$ cat src/q2r_pkg.sv
// ----------------------------------------------------------------------------
// q2r_pkg
// Shared widths, constants and the queue item type of the quaternion to
// rotation matrix block.
// ----------------------------------------------------------------------------
package q2r_pkg;

    localparam int DATA_WIDTH = 16;
    localparam int FRAC_BITS  = DATA_WIDTH - 2;
    localparam int PROD_W     = 2 * DATA_WIDTH;
    localparam int N_W        = 2 * DATA_WIDTH + 1;
    localparam int NUM_EL     = 9;
    localparam int STEPS      = FRAC_BITS + 2;
    localparam int Q_W        = STEPS;
    localparam int FIFO_DEPTH = 4;
    localparam int FIFO_AW    = 2;

    localparam logic [DATA_WIDTH-1:0] ONE_FX = {2'b01, {FRAC_BITS{1'b0}}};

    // element order, row major
    localparam int M00 = 0;
    localparam int M01 = 1;
    localparam int M02 = 2;
    localparam int M10 = 3;
    localparam int M11 = 4;
    localparam int M12 = 5;
    localparam int M20 = 6;
    localparam int M21 = 7;
    localparam int M22 = 8;

    localparam logic [NUM_EL-1:0] DIAG_MASK = 9'b100010001;

    typedef struct packed {
        logic                          deg;
        logic [N_W-1:0]                n;
        logic [NUM_EL-1:0]             neg;
        logic [NUM_EL-1:0][N_W-1:0]    mag;
    } q2r_item_t;

endpackage

$ cat src/q2r_fifo.sv
// ----------------------------------------------------------------------------
// q2r_fifo
// Short queue of prepared items between the front and the divider array.
// ----------------------------------------------------------------------------
module q2r_fifo (
    input  logic               aclk,
    input  logic               aresetn,
    input  logic               in_valid,
    output logic               in_ready,
    input  q2r_pkg::q2r_item_t in_item,
    output logic               out_valid,
    input  logic               out_ready,
    output q2r_pkg::q2r_item_t out_item
);

    localparam int AW = q2r_pkg::FIFO_AW;

    q2r_pkg::q2r_item_t mem_reg [q2r_pkg::FIFO_DEPTH];
    logic [AW-1:0] wr_ptr_reg, rd_ptr_reg;
    logic [AW:0]   count_reg;
    logic push, pop;

    assign in_ready  = (count_reg != (AW+1)'(q2r_pkg::FIFO_DEPTH));
    assign out_valid = (count_reg != '0);
    assign push      = in_valid && in_ready;
    assign pop       = out_valid && out_ready;
    assign out_item  = mem_reg[rd_ptr_reg];

    always_ff @(posedge aclk) begin
        if (!aresetn) begin
            wr_ptr_reg <= '0;
            rd_ptr_reg <= '0;
            count_reg  <= '0;
        end else begin
            if (push) wr_ptr_reg <= wr_ptr_reg + 1'b1;
            if (pop)  rd_ptr_reg <= rd_ptr_reg + 1'b1;
            if (push && !pop)      count_reg <= count_reg + 1'b1;
            else if (pop && !push) count_reg <= count_reg - 1'b1;
        end
        if (push) mem_reg[wr_ptr_reg] <= in_item;
    end

endmodule

$ cat config.mk
export PLATFORM = sky130hd
export DESIGN_NAME = q2r_fifo
export DESIGN_NICKNAME = d
export VERILOG_FILES = /design/src/q2r_pkg.sv /design/src/q2r_fifo.sv
export SDC_FILE = /design/constraint.sdc
export NUM_CORES = 1
export LEC_CHECK = 0
export BUFFER_PORTS_ARGS = -buffer_cell sky130_fd_sc_hd__buf_2
export CORE_MARGIN = 3
export CORE_UTILIZATION = 55
export DETAILED_ROUTE_END_ITERATION = 8
export PLACE_DENSITY = 0.77
export SLEW_MARGIN = 20
export SYNTH_ARGS = -nofsm -noshare
export SYNTH_HDL_FRONTEND = slang
export SYNTH_SLANG_ARGS = --single-unit
export TNS_END_PERCENT = 1
$ cat constraint.sdc
create_clock -name aclk -period 10.8 [get_ports aclk]
set_input_delay 1.08 -clock aclk [delete_from_list [all_inputs] [get_ports aclk]]
set_output_delay 1.08 -clock aclk [all_outputs]
set_load 0.01 [all_outputs]
==> out/results.tsv <==
metric	value	unit
path_max_fanout	110	
area_growth	17.9	%
coreArea	0.0889	sq mm
p_total	14.3	mW
final_util	65.7	%
syn-num-nets	2174	
synth_top_family_by_area	multiplexers	
htree_levels	4	
slew_viol_final	0	
yosysSeqAreaShare	82.8	%
required	9.72	ns
grt_max_degree	164	
min_path_type	flip-flop to flip-flop	
firstDrtPassIters	5	
clockBufferDepth	3	
tightest_slew	1.23	ns
root_buffer	clkbuf_16	
finalSetupViolations	0	
finClkSkew	0.0225	ns
die_area	0.0937	sq mm
port_buffers	685	
rsz0062_at_grt	no	
wirelength	104000	microns
power.density	244	mW/mm^2
post_cts_resized	0	
largest_reg_flops	1360	
ys_types	23	
grt_pass1_wl	154000	microns
syn_area	0.0496	sq mm
synthArstFlopShare	0	%
grt_pass1_vias	24100	
final_antenna_net_count	0	
status	finished clean	
slew_headroom	18.3	%
end_kind	output pin	
max-cap-violations	0	
grt_use_total	22.3	%
fp.dieW	306	microns
io_pins	686	
cts_setup_buffers	0	
synth_area_per_cell	27.2	sq um
yosysWarnings	0	
synth_top_area_cell	edfxtp_1	
gp_congestion	0.779	
insertion_delay	0.72	ns
drc	0	
synth_mux_area_share	15.5	%
synthSimpleGateAreaFrac	0.184	%
synth_fa_ha_area_share	0.167	%
rows	109	
critical_path.startpoint_type	flip-flop	
clk_pin_slew	0.06	ns
grt_overflow	0	
yosysMostFrequentCell	edfxtp_1	
fmax	0.204	GHz
peakVddDrop	238	uV
layout.nets	2933	
wl_per_cell	26.8	microns
initial_utilization	55.7	%
drtIter0Drc	2017	
synth_common_cells	edfxtp_1 (1360), mux4_2 (340), buf_2 (35), buf_6 (33), dfxtp_1 (9)	
die_y	306	microns
drive_gt1_share	45.5	%
final-hold-violation-count	0	
critPathArrivalTime	3.83	ns
synth_top_area_share	82.4	%
critPathKind	flip-flop to output pin	
cts_tree	built	
synthCells	1824	
fin_crit	4.91	ns
final.setup.tns	0	ns
ys.flop_type	edfxtp_1	
hold_buffers	0	
synth_xor_area_share	0.0707	%
finalCritPeriodShare	45.5	%
cts_sinks	1369	
vias	22700	
ys_ff_latch	1369	
synth_edf_count	1360	
synth_area_leaders	edfxtp_1 (82%), mux4_2 (15%), buf_6 (0.75%)	
antenna_found_initial	57	
leakagePower	19.3	nW
numCtsBuffers	136	
synth_compound_area_share	0.0808	%
vias_per_cell	5.83	
dp_hpwl	62000	microns
## through the flow
stage	area [sq um]	cells	hold slack, ns	setup WS [ns]
floorplan	49600	1824	0.468	0.959
global placement	54100	3610	0.475	6.56
detailed placement	54100	3610	0.501	6.58
CTS	58400	3852	0.498	5.79
global route	58400	3878	0.523	5.56
finish	58400	3886	0.504	5.89
## metal layers
| metal | vias to the layer above | GRT usage [%] | share of wire (%) |
|---|---|---|---|
| met1 | 11800 | 27.4 | 36 |
| met2 | 1027 | 36.1 | 51 |
| met3 | 243 | 7.69 | 9.3 |
| met5 | - | 0 | 0.24 |
| li1 | 9509 | - | - |
| met4 | 38 | 10.2 | 4.0 |
## critical path: stages (launching register included)
cell and delay (ns):
dfxtp_4 0.57, buf_12 0.72, buf_12 0.66, mux4_2 0.71, buf_2 0.19
## final timing paths
kind | from | to | slack [ns] | cells past startpoint
max | flip-flop | out_item[34] | 5.89 | 4
min | wr_ptr_reg[1] | wr_ptr_reg[1] | 0.50 | 2
max reg2reg | count_reg[0] | mem_reg[2][172] | 7.58 | 4
min reg2reg | wr_ptr_reg[1] | wr_ptr_reg[1] | 0.50 | 2
## cells in the final DEF (no fill, tap or decap), drive strengths merged
cell type / instances
mux2i: 3
clkinv: 52
edfxtp: 1360
fa: 1
bufinv: 7
o21ai: 1
dfxtp: 9
xnor2: 3
buf: 698
nor2: 1
ha: 5
or3: 2
nor2b: 1
clkbuf: 175
and2: 8
inv: 9
o31ai: 1
a21boi: 2
diode: 34
mux4: 340
xor2: 1
o311ai: 1
clkinvlp: 2
nand2: 5
## kinds of logic (layout without fill, tap and decap cells)
family | Yosys count | after routing
adder cells (fa/ha/maj) | 6 | 6
flip-flops | 1369 | 1369
AND/OR/NAND/NOR | 17 | 17
XOR/XNOR | 4 | 4
AO/OA/AOI/OAI | 5 | 5
buffers and inverters | 80 | 943
other | 0 | 34
multiplexers | 343 | 343
## report_power, final
group | internal [mW] | total, mW | switching, mW | leakage [nW]
clock network | 2.58 | 4.46 | 1.88 | 2.06
registers | 6.46 | 6.62 | 0.159 | 12.5
logic | 1.46 | 3.20 | 1.75 | 4.73
total | 10.5 | 14.3 | 3.79 | 19.3
## layout make-up
| cell class | count | area (sq um) |
|---|---|---|
| fillers | 5490 | 30500 |
| repair buffers | 698 | 3690 |
| flip-flops and latches | 1369 | 41000 |
| well taps | 1165 | 1460 |
| clock inverters | 67 | 543 |
| clock buffers | 175 | 3690 |
| inverters | 3 | 11.3 |
| multi-input cells | 375 | 7950 |
| diodes | 34 | 85.1 |
Power figures use the tool's default switching activity.
